<file path="src/sv/qrsbe_pkg.sv">
package qrsbe_pkg;

	localparam int SYMBOL_W = 16;
	localparam int VALUE_W  = 16;
	localparam int WIDTH_W  = 5;
	localparam int GROUP_W  = 10;
	localparam int FILL_W   = 2;
	localparam int VER_W    = 6;
	localparam int LEN_W    = 13;
	localparam int CFG_IDX_W = 2;
	localparam int RES_SLOTS = 3;
	localparam int ALNUM_N  = 45;

	typedef enum logic [1:0] {
		MODE_NUMERIC,
		MODE_ALNUM,
		MODE_BYTE,
		MODE_KANJI
	} mode_t;

	typedef enum logic [CFG_IDX_W-1:0] {
		CFG_MODE,
		CFG_VERSION,
		CFG_LENGTH
	} cfg_index_t;

	typedef struct packed {
		logic [VALUE_W-1:0] value;
		logic [WIDTH_W-1:0] width;
		logic               bad;
	} res_t;

	typedef struct packed {
		logic       ok;
		logic [5:0] idx;
	} alnum_t;

	localparam logic [7:0] ALNUM_CHARS [ALNUM_N] = '{
		8'h30, 8'h31, 8'h32, 8'h33, 8'h34, 8'h35, 8'h36, 8'h37, 8'h38, 8'h39,
		8'h41, 8'h42, 8'h43, 8'h44, 8'h45, 8'h46, 8'h47, 8'h48, 8'h49, 8'h4A,
		8'h4B, 8'h4C, 8'h4D, 8'h4E, 8'h4F, 8'h50, 8'h51, 8'h52, 8'h53, 8'h54,
		8'h55, 8'h56, 8'h57, 8'h58, 8'h59, 8'h5A,
		8'h20, 8'h24, 8'h25, 8'h2A, 8'h2B, 8'h2D, 8'h2E, 8'h2F, 8'h3A
	};

	localparam logic [15:0] KANJI_HI_BASE = 16'hC140;
	localparam logic [15:0] KANJI_LO_BASE = 16'h8140;
	localparam logic [7:0]  KANJI_ROW     = 8'hC0;
	localparam logic [5:0]  ALNUM_RADIX   = 6'd45;
	localparam logic [3:0]  DEC_RADIX     = 4'd10;

	function automatic alnum_t alnum_lookup(input logic [SYMBOL_W-1:0] sym);
		alnum_t r;
		r = '0;
		for (int i = 0; i < ALNUM_N; i++) begin
			if (sym == {8'h00, ALNUM_CHARS[i]}) begin
				r.ok  = 1'b1;
				r.idx = 6'(i);
			end
		end
		return r;
	endfunction

	function automatic logic kanji_ok(input logic [SYMBOL_W-1:0] sym);
		logic [7:0] lead;
		logic [7:0] trail;
		logic       lead_ok;
		logic       trail_ok;
		lead     = sym[15:8];
		trail    = sym[7:0];
		lead_ok  = (lead >= 8'h81 && lead <= 8'h9F) || (lead >= 8'hE0 && lead <= 8'hEB);
		trail_ok = trail >= 8'h40 && trail <= 8'hFC && trail != 8'h7F;
		return lead_ok && trail_ok && !(lead == 8'hEB && trail > 8'hBF);
	endfunction

	function automatic logic [WIDTH_W-1:0] count_width(input mode_t mode,
		input logic [VER_W-1:0] ver);
		logic [1:0] band;
		logic [WIDTH_W-1:0] w;
		band = (ver < 6'd10) ? 2'd0 : ((ver < 6'd27) ? 2'd1 : 2'd2);
		unique case (mode)
			MODE_NUMERIC: w = 5'd10 + {2'b00, band, 1'b0};
			MODE_ALNUM:   w = 5'd9 + {2'b00, band, 1'b0};
			MODE_BYTE:    w = (band == 2'd0) ? 5'd8 : 5'd16;
			MODE_KANJI:   w = 5'd8 + {2'b00, band, 1'b0};
		endcase
		return w;
	endfunction

	function automatic logic [VALUE_W-1:0] mask_to(input logic [VALUE_W-1:0] v,
		input logic [WIDTH_W-1:0] w);
		logic [VALUE_W:0] m;
		m = (17'd1 << w) - 17'd1;
		return v & m[VALUE_W-1:0];
	endfunction

endpackage

</file>
<file path="src/sv/qr_segment_bit_encoder.sv">
// QR data segment bit encoder. Each request carries one character (digit, alphanumeric
// character, Latin-1 byte or Shift-JIS word, per encoding_mode) and yields zero to three
// right-aligned bit chunks, sent most significant bit first. The first character of a
// message is preceded by the 4-bit mode indicator and the character count indicator;
// a request with last_symbol set flushes a partial numeric or alphanumeric group and
// ends the message. An unencodable character yields one chunk of width 0 with
// bad_symbol set. Requests go through an input register and a three-entry result
// register; the result port drains one chunk per cycle while out_ready is high, and a
// request that yields several chunks holds the input side until its last chunk is
// taken. Configuration is to be written by the user only while the block is idle
// (the block itself does not enforce this) and takes effect on the next request.
module qr_segment_bit_encoder (
	input  logic                                     clk,
	input  logic                                     arst_n,
	input  logic                                     cfg_we,
	input  logic [qrsbe_pkg::CFG_IDX_W-1:0]          cfg_index,
	input  logic [qrsbe_pkg::LEN_W-1:0]              cfg_data,
	input  logic                                     in_valid,
	output logic                                     in_ready,
	input  logic [qrsbe_pkg::SYMBOL_W-1:0]           symbol,
	input  logic                                     last_symbol,
	output logic                                     out_valid,
	input  logic                                     out_ready,
	output logic [qrsbe_pkg::VALUE_W-1:0]            chunk_value,
	output logic [qrsbe_pkg::WIDTH_W-1:0]            chunk_width,
	output logic                                     bad_symbol,
	output logic                                     last_chunk
);

	qrsbe_pkg::mode_t                      mode_q;
	logic [qrsbe_pkg::VER_W-1:0]           version_q;
	logic [qrsbe_pkg::LEN_W-1:0]           length_q;
	logic [qrsbe_pkg::GROUP_W-1:0]         group_value_q;
	logic [qrsbe_pkg::FILL_W-1:0]          group_fill_q;
	logic                                  header_sent_q;

	logic                                  valid_s1;
	logic [qrsbe_pkg::SYMBOL_W-1:0]        symbol_s1;
	logic                                  last_s1;

	qrsbe_pkg::res_t                       res_q [qrsbe_pkg::RES_SLOTS];
	logic [1:0]                            rem_q;

	logic                                  load;
	logic                                  pop;

	qrsbe_pkg::res_t                       slot_n [qrsbe_pkg::RES_SLOTS];
	logic [1:0]                            count_n;
	logic [qrsbe_pkg::GROUP_W-1:0]         value_n;
	logic [qrsbe_pkg::FILL_W-1:0]          fill_n;

	assign load      = valid_s1 && (rem_q == 2'd0 || (rem_q == 2'd1 && out_ready));
	assign in_ready  = !valid_s1 || load;
	assign out_valid = rem_q != 2'd0;
	assign pop       = out_valid && out_ready;

	assign chunk_value = res_q[0].value;
	assign chunk_width = res_q[0].width;
	assign bad_symbol  = res_q[0].bad;
	assign last_chunk  = rem_q == 2'd1;

	// configuration registers
	always_ff @(posedge clk or negedge arst_n) begin
		if (!arst_n) begin
			mode_q    <= qrsbe_pkg::MODE_NUMERIC;
			version_q <= 6'd1;
			length_q  <= '0;
		end else if (cfg_we) begin
			case (cfg_index)
				qrsbe_pkg::CFG_MODE:    mode_q    <= qrsbe_pkg::mode_t'(cfg_data[1:0]);
				qrsbe_pkg::CFG_VERSION: version_q <= cfg_data[qrsbe_pkg::VER_W-1:0];
				qrsbe_pkg::CFG_LENGTH:  length_q  <= cfg_data;
				default: ;
			endcase
		end
	end

	// input register
	always_ff @(posedge clk or negedge arst_n) begin
		if (!arst_n) begin
			valid_s1 <= 1'b0;
		end else if (in_ready) begin
			valid_s1 <= in_valid;
		end
	end

	always_ff @(posedge clk) begin
		if (in_valid && in_ready) begin
			symbol_s1 <= symbol;
			last_s1   <= last_symbol;
		end
	end

	// encoding
	always_comb begin
		logic                            hdr;
		logic                            main_en;
		logic                            flush_en;
		qrsbe_pkg::res_t                 main_r;
		qrsbe_pkg::res_t                 flush_r;
		qrsbe_pkg::res_t                 hdr_mode_r;
		qrsbe_pkg::res_t                 hdr_count_r;
		qrsbe_pkg::alnum_t               an;
		logic [13:0]                     num_sum;
		logic [15:0]                     pair;
		logic [15:0]                     kw;
		logic [15:0]                     kv;
		logic [2:0]                      fill_inc;
		logic [qrsbe_pkg::WIDTH_W-1:0]   cw;
		logic [qrsbe_pkg::WIDTH_W-1:0]   fw;

		hdr      = !header_sent_q;
		main_en  = 1'b0;
		flush_en = 1'b0;
		main_r   = '{value: '0, width: '0, bad: 1'b1};
		flush_r  = '0;
		value_n  = group_value_q;
		fill_n   = group_fill_q;
		an       = qrsbe_pkg::alnum_lookup(symbol_s1);
		num_sum  = {4'b0, group_value_q} * {10'b0, qrsbe_pkg::DEC_RADIX}
			+ {10'b0, symbol_s1[3:0]};
		pair     = {6'b0, group_value_q} * {10'b0, qrsbe_pkg::ALNUM_RADIX}
			+ {10'b0, an.idx};
		kw       = symbol_s1 - ((symbol_s1 >= qrsbe_pkg::KANJI_HI_BASE)
			? qrsbe_pkg::KANJI_HI_BASE : qrsbe_pkg::KANJI_LO_BASE);
		kv       = {8'b0, kw[15:8]} * {8'b0, qrsbe_pkg::KANJI_ROW} + {8'b0, kw[7:0]};
		fill_inc = {1'b0, group_fill_q} + 3'd1;

		unique case (mode_q)
			qrsbe_pkg::MODE_NUMERIC: begin
				if (symbol_s1 >= 16'h0030 && symbol_s1 <= 16'h0039) begin
					if (fill_inc >= 3'd3) begin
						main_en = 1'b1;
						main_r  = '{value: {6'b0, num_sum[9:0]}, width: 5'd10, bad: 1'b0};
						value_n = '0;
						fill_n  = '0;
					end else begin
						value_n = num_sum[9:0];
						fill_n  = fill_inc[1:0];
					end
				end else begin
					main_en = 1'b1;
				end
			end
			qrsbe_pkg::MODE_ALNUM: begin
				if (an.ok) begin
					if (group_fill_q == 2'd0) begin
						value_n = {4'b0, an.idx};
						fill_n  = 2'd1;
					end else begin
						main_en = 1'b1;
						main_r  = '{value: {5'b0, pair[10:0]}, width: 5'd11, bad: 1'b0};
						value_n = '0;
						fill_n  = '0;
					end
				end else begin
					main_en = 1'b1;
				end
			end
			qrsbe_pkg::MODE_BYTE: begin
				main_en = 1'b1;
				if (symbol_s1[15:8] == 8'h00)
					main_r = '{value: symbol_s1, width: 5'd8, bad: 1'b0};
			end
			qrsbe_pkg::MODE_KANJI: begin
				main_en = 1'b1;
				if (qrsbe_pkg::kanji_ok(symbol_s1))
					main_r = '{value: {3'b0, kv[12:0]}, width: 5'd13, bad: 1'b0};
			end
		endcase

		// flush of a partial group
		fw = {1'b0, fill_n, 2'b00} - {3'b0, fill_n} + 5'd1;
		if (last_s1) begin
			if (fill_n != 2'd0) begin
				if (mode_q == qrsbe_pkg::MODE_NUMERIC) begin
					flush_en = 1'b1;
					flush_r  = '{value: qrsbe_pkg::mask_to({6'b0, value_n}, fw),
						width: fw, bad: 1'b0};
				end else if (mode_q == qrsbe_pkg::MODE_ALNUM) begin
					flush_en = 1'b1;
					flush_r  = '{value: {10'b0, value_n[5:0]}, width: 5'd6, bad: 1'b0};
				end
			end
			value_n = '0;
			fill_n  = '0;
		end

		cw          = qrsbe_pkg::count_width(mode_q, version_q);
		hdr_mode_r  = '{value: 16'd1 << mode_q, width: 5'd4, bad: 1'b0};
		hdr_count_r = '{value: qrsbe_pkg::mask_to({3'b0, length_q}, cw), width: cw,
			bad: 1'b0};

		slot_n[0] = hdr ? hdr_mode_r : (main_en ? main_r : flush_r);
		slot_n[1] = hdr ? hdr_count_r : flush_r;
		slot_n[2] = main_en ? main_r : flush_r;
		count_n   = (hdr ? 2'd2 : 2'd0) + {1'b0, main_en} + {1'b0, flush_en};
	end

	// encoder state
	always_ff @(posedge clk or negedge arst_n) begin
		if (!arst_n) begin
			group_value_q <= '0;
			group_fill_q  <= '0;
			header_sent_q <= 1'b0;
		end else if (load) begin
			group_value_q <= value_n;
			group_fill_q  <= fill_n;
			header_sent_q <= !last_s1;
		end
	end

	// result register
	always_ff @(posedge clk or negedge arst_n) begin
		if (!arst_n) begin
			rem_q <= '0;
		end else if (load) begin
			rem_q <= count_n;
		end else if (pop) begin
			rem_q <= rem_q - 2'd1;
		end
	end

	always_ff @(posedge clk) begin
		if (load) begin
			res_q <= slot_n;
		end else if (pop) begin
			res_q[0] <= res_q[1];
			res_q[1] <= res_q[2];
		end
	end

endmodule

</file>
<file path="config.mk">
export PLATFORM = sky130hd
export DESIGN_NAME = qr_segment_bit_encoder
export DESIGN_NICKNAME = d
export VERILOG_FILES = /design/src/sv/qrsbe_pkg.sv /design/src/sv/qr_segment_bit_encoder.sv
export SDC_FILE = /design/constraint.sdc
export NUM_CORES = 1
export LEC_CHECK = 0
export BUFFER_PORTS_ARGS = -buffer_cell sky130_fd_sc_hd__buf_4
export CAP_MARGIN = 30
export CORE_MARGIN = 3
export CORE_UTILIZATION = 36
export DETAILED_ROUTE_END_ITERATION = 6
export SETUP_SLACK_MARGIN = 0.15
export SLEW_MARGIN = 20
export SYNTH_ARGS = -nofsm -noshare
export SYNTH_HDL_FRONTEND = slang
export SYNTH_SLANG_ARGS = --single-unit
export TNS_END_PERCENT = 100
</file>
<file path="constraint.sdc">
create_clock -name clk -period 4.65 [get_ports clk]
set_input_delay 0 -clock clk [delete_from_list [all_inputs] [get_ports clk]]
set_output_delay 0 -clock clk [all_outputs]
set_load 0.02 [all_outputs]
</file>
==> results.md <==
* Global placer's final weighted congestion at 0.960
* Wire length per cell at 19.4 um
* Clock sink count at 120
* Crit-path cells: ha_2 -> ha_1 -> inv_1 -> fa_1 -> fa_1 -> inv_1 -> ha_1 -> and3_1 -> a221o_1 -> o41ai_2 -> buf_4 -> o21ai_0 -> xnor2_1 -> o22ai_1 -> a22o_1
* Slew Limit Fails at 0
* Measured slew at the worst slew-check pin at 0.863 ns
* Post-synth EDFFs at 83
* Share of post-route cells with drive strength above 1 at 0.206
* Fin crit share at 0.936
* Nets at 1132
* Root buffer cell: clkbuf_16
* Remaining Overflow, GRT at 0
* Relative slew slack at 0.425
* Post-DP HPWL at 19.2 mm
* ANT nets after route at 0
* Via Count at 7605
* Util after Layout at 0.461
* Pre-antenna DRT Iters at 5
* Status: complete, no violations
* Multi-input logic area at ~0.005 mm^2
* Setup TNS at 0 ns
* Via density at 5.63
* PwrDens at 782 mW/mm^2
* Skew final at 0.0198 ns
* Seq. cell area at 0.00342 mm^2
* Crit-path slowest cell: fa_1
* Design Area, Final at 0.0110 mm^2
* Drt total wl at 26.2 mm
* Leakage Power at 4.44 nW
* Top FF cell, synth: edfxtp_1
* Number of fill cells at 2211
* Port bufs at 61
* RSZ-0062 raised after global routing: yes
* # rows at 56
* Min Clock Period, post-route at 4.35 ns
* Hold crit path type: input pin to asynchronous set/reset pin
* Reg-to-Reg Start: group_value_q[2]$_DFFE_PN0P_
* IO Count at 62
* Floorplan Core Area at around 0.024 mm^2
* IR drop worst, VDD at approximately 0.63 mV
* Worst EP required at just under 5 ns
* Max Cap Violations at 0
* Die Span Y at 163 um
* Clock Tree Buf Depth at 2
* CP Class: register to register
* Placed Area at 0.00981 mm^2
* Clock transition at path regs at ~0.070 ns
* DIE WIDTH at 163 um
* Crit. Startpoint: group_value_q[2]$_DFFE_PN0P_
* Synth cell types at 92
* Post-Syn Instances at 904
* Synth warnings at 0
* Htree depth at 4
* Crit. End Element: register
* DR DRC count at 0
* Gr usage total at 0.201
* Vias in the first global route at approximately 7600
* FF+latch count, synth at between 100 and 150
* Syn Area/Cell at 9.85 um^2
* Synth area leader: edfxtp_1
* Num CTS Buffers at 17
* Syn-to-layout area delta at 23.6%
* Crit-path max FO at 5
* Async SR Flop Fraction at 0.308
* Initial DRC Count at 783
* Critical Path Max Stage Delay at 0.54 ns
* # diodes at 0
* Antenna violations before repair at 0
* Placed cell count at approximately 1300
* Worst-Skew Late Latency at 0.43 ns
* Finished Layout Cells at 1350
* Synth area leaders: edfxtp_1 28%, dfrtp_1 10%, ha_1 8.4%, fa_1 3.8%, nand2_1 3.0%
* Startpoint type of the worst setup path: register
* Critical path arrival at 4.52 ns
* TritonCTS clock tree: yes
* Post-synth top area share at 0.280
* Die area at between 0.02 and 0.03 mm^2
* Synth top cells by count: 83 x edfxtp_1, 71 x nand2_1, 60 x ha_1, 54 x nor2_1, 52 x o21ai_0
* Cell with the most instances after synthesis: edfxtp_1
* Initial Util at 0.373
* Synthesized area at 0.00890 mm^2
* Final setup vio count at 0
* Peak Freq at 230 MHz
* Largest net degree at the start of global routing at 52
* Fin. Hold Viols at 0
* Post-synthesis sequential area ratio at 0.384
* First-pass GRT wire length at 41.9 mm
==> final cells by class <==
class / instances / area share
Timing Repair Buffer: 157 / 0.116
Multi-Input combinational cell: 677 / 0.464
Tap cell: 319 / 0.0363
Inverter: 45 / 0.0153
Sequential cell: 120 / 0.311
Clock buffer: 17 / 0.0387
Clock inverter: 15 / 0.0192
==> per-layer routing <==
| metal | track usage | share of wire | vias up |
|---|---|---|---|
| met4 | 0.0604 | 0.027 | 0 |
| li1 | - | - | 3599 |
| met2 | 0.314 | 0.45 | 330 |
| met3 | 0.0464 | 0.078 | 58 |
| met1 | 0.278 | 0.44 | 3618 |
| met5 | 0 | 0 | - |
==> cell usage in the layout, fill, tap and decap left out, drive strengths merged, types with 5 or more instances in the layout <==
cell type,n
a31oi,23
edfxtp,83
a21oi,40
nand4,11
clkbuf,17
nor3b,6
dfrtp,36
nor4,6
nor3,20
fa,17
nand2b,16
a2111oi,7
o31ai,7
ha,60
nor2,56
conb,6
o211ai,9
nand3,20
o221ai,5
xnor2,29
buf,119
a211oi,13
nor2b,8
and3,11
o21ai,54
nand3b,9
o2111ai,6
o22ai,6
o21a,5
and2,15
nand2,72
xor2,16
a21o,11
dlygate4sd3,38
a22o,10
a22oi,7
mux2,22
inv,52
==> registers in the layout, indices dropped and copies added, names as in the netlist, 5 cells and up <==
register	flops
version_q	6
group_value_q	10
symbol_s1	16
chunk_value	16
chunk_width	5
length_q	13
res_q	44
==> worst paths after layout <==
check | end | slack, ns | depth (start not counted)
worst max-delay path | chunk_value[10]$_DFFE_PP_ | 0.30 | 15
worst min-delay path | group_value_q[2]$_DFFE_PN0P_ | 0.12 | 2
worst max register to register | chunk_value[10]$_DFFE_PP_ | 0.30 | 15
worst min register to register | version_q[5]$_DFFE_PN0P_ | 0.51 | 1
max in group asynchronous | version_q[0]$_DFFE_PN1P_ | 4.14 | 2
min in group clk | version_q[2]$_DFFE_PN0P_ | 0.17 | 3
==> where the power goes <==
group	internal [W]	total, W	switching [W]	leakage, nW
Clock	0.000911	0.00145	0.000538	0.306
Combinational	0.00219	0.00529	0.00310	2.88
Sequential	0.00165	0.00187	0.000218	1.25
Total	0.00476	0.00861	0.00385	4.44
==> kinds of logic (layout without fill, tap and decap cells) <==
| family | count (synthesis) | count (layout) | share of synthesized area |
|---|---|---|---|
| xor+xnor | 45 | 45 | 0.0443 |
| mux | 26 | 26 | 0.0323 |
| buf+inv | 111 | 234 | 0.0582 |
| flops | 120 | 120 | 0.384 |
| compound gates | 248 | 248 | 0.194 |
| fa+ha+maj | 78 | 78 | 0.124 |
| other cells | 2 | 6 | 0.000843 |
| simple gates | 274 | 274 | 0.163 |
==> stage by stage <==
stage                     worst slack (ns)  power (W)  hold WS (ns)
after floorplan                      0.438    0.00550        -0.296
after global placement               0.278    0.00682        0.0254
after detailed placement             0.207    0.00689        0.0300
after CTS                            0.150    0.00842         0.130
after global routing                0.0995    0.00938         0.162
final                                0.295    0.00861         0.116
==> critical path: cells and delay by family (launching register included) <==
family          cells  cell delay [ns]
xor+xnor            1             0.20
buf+inv             3             0.26
simple gates        1             0.19
flops               1             0.42
compound gates      5             1.02
fa+ha+maj           5             2.01
==> timing repair <==
action / 4_1_cts / 5_1_grt
hold buffers: 38 / 0
resized for setup: 0 / 24
hold endpoints to repair: 76 / 0
buffers inserted: 0 / 6
setup endpoints to repair: 0 / 26
(Power assumes the default switching activity.)
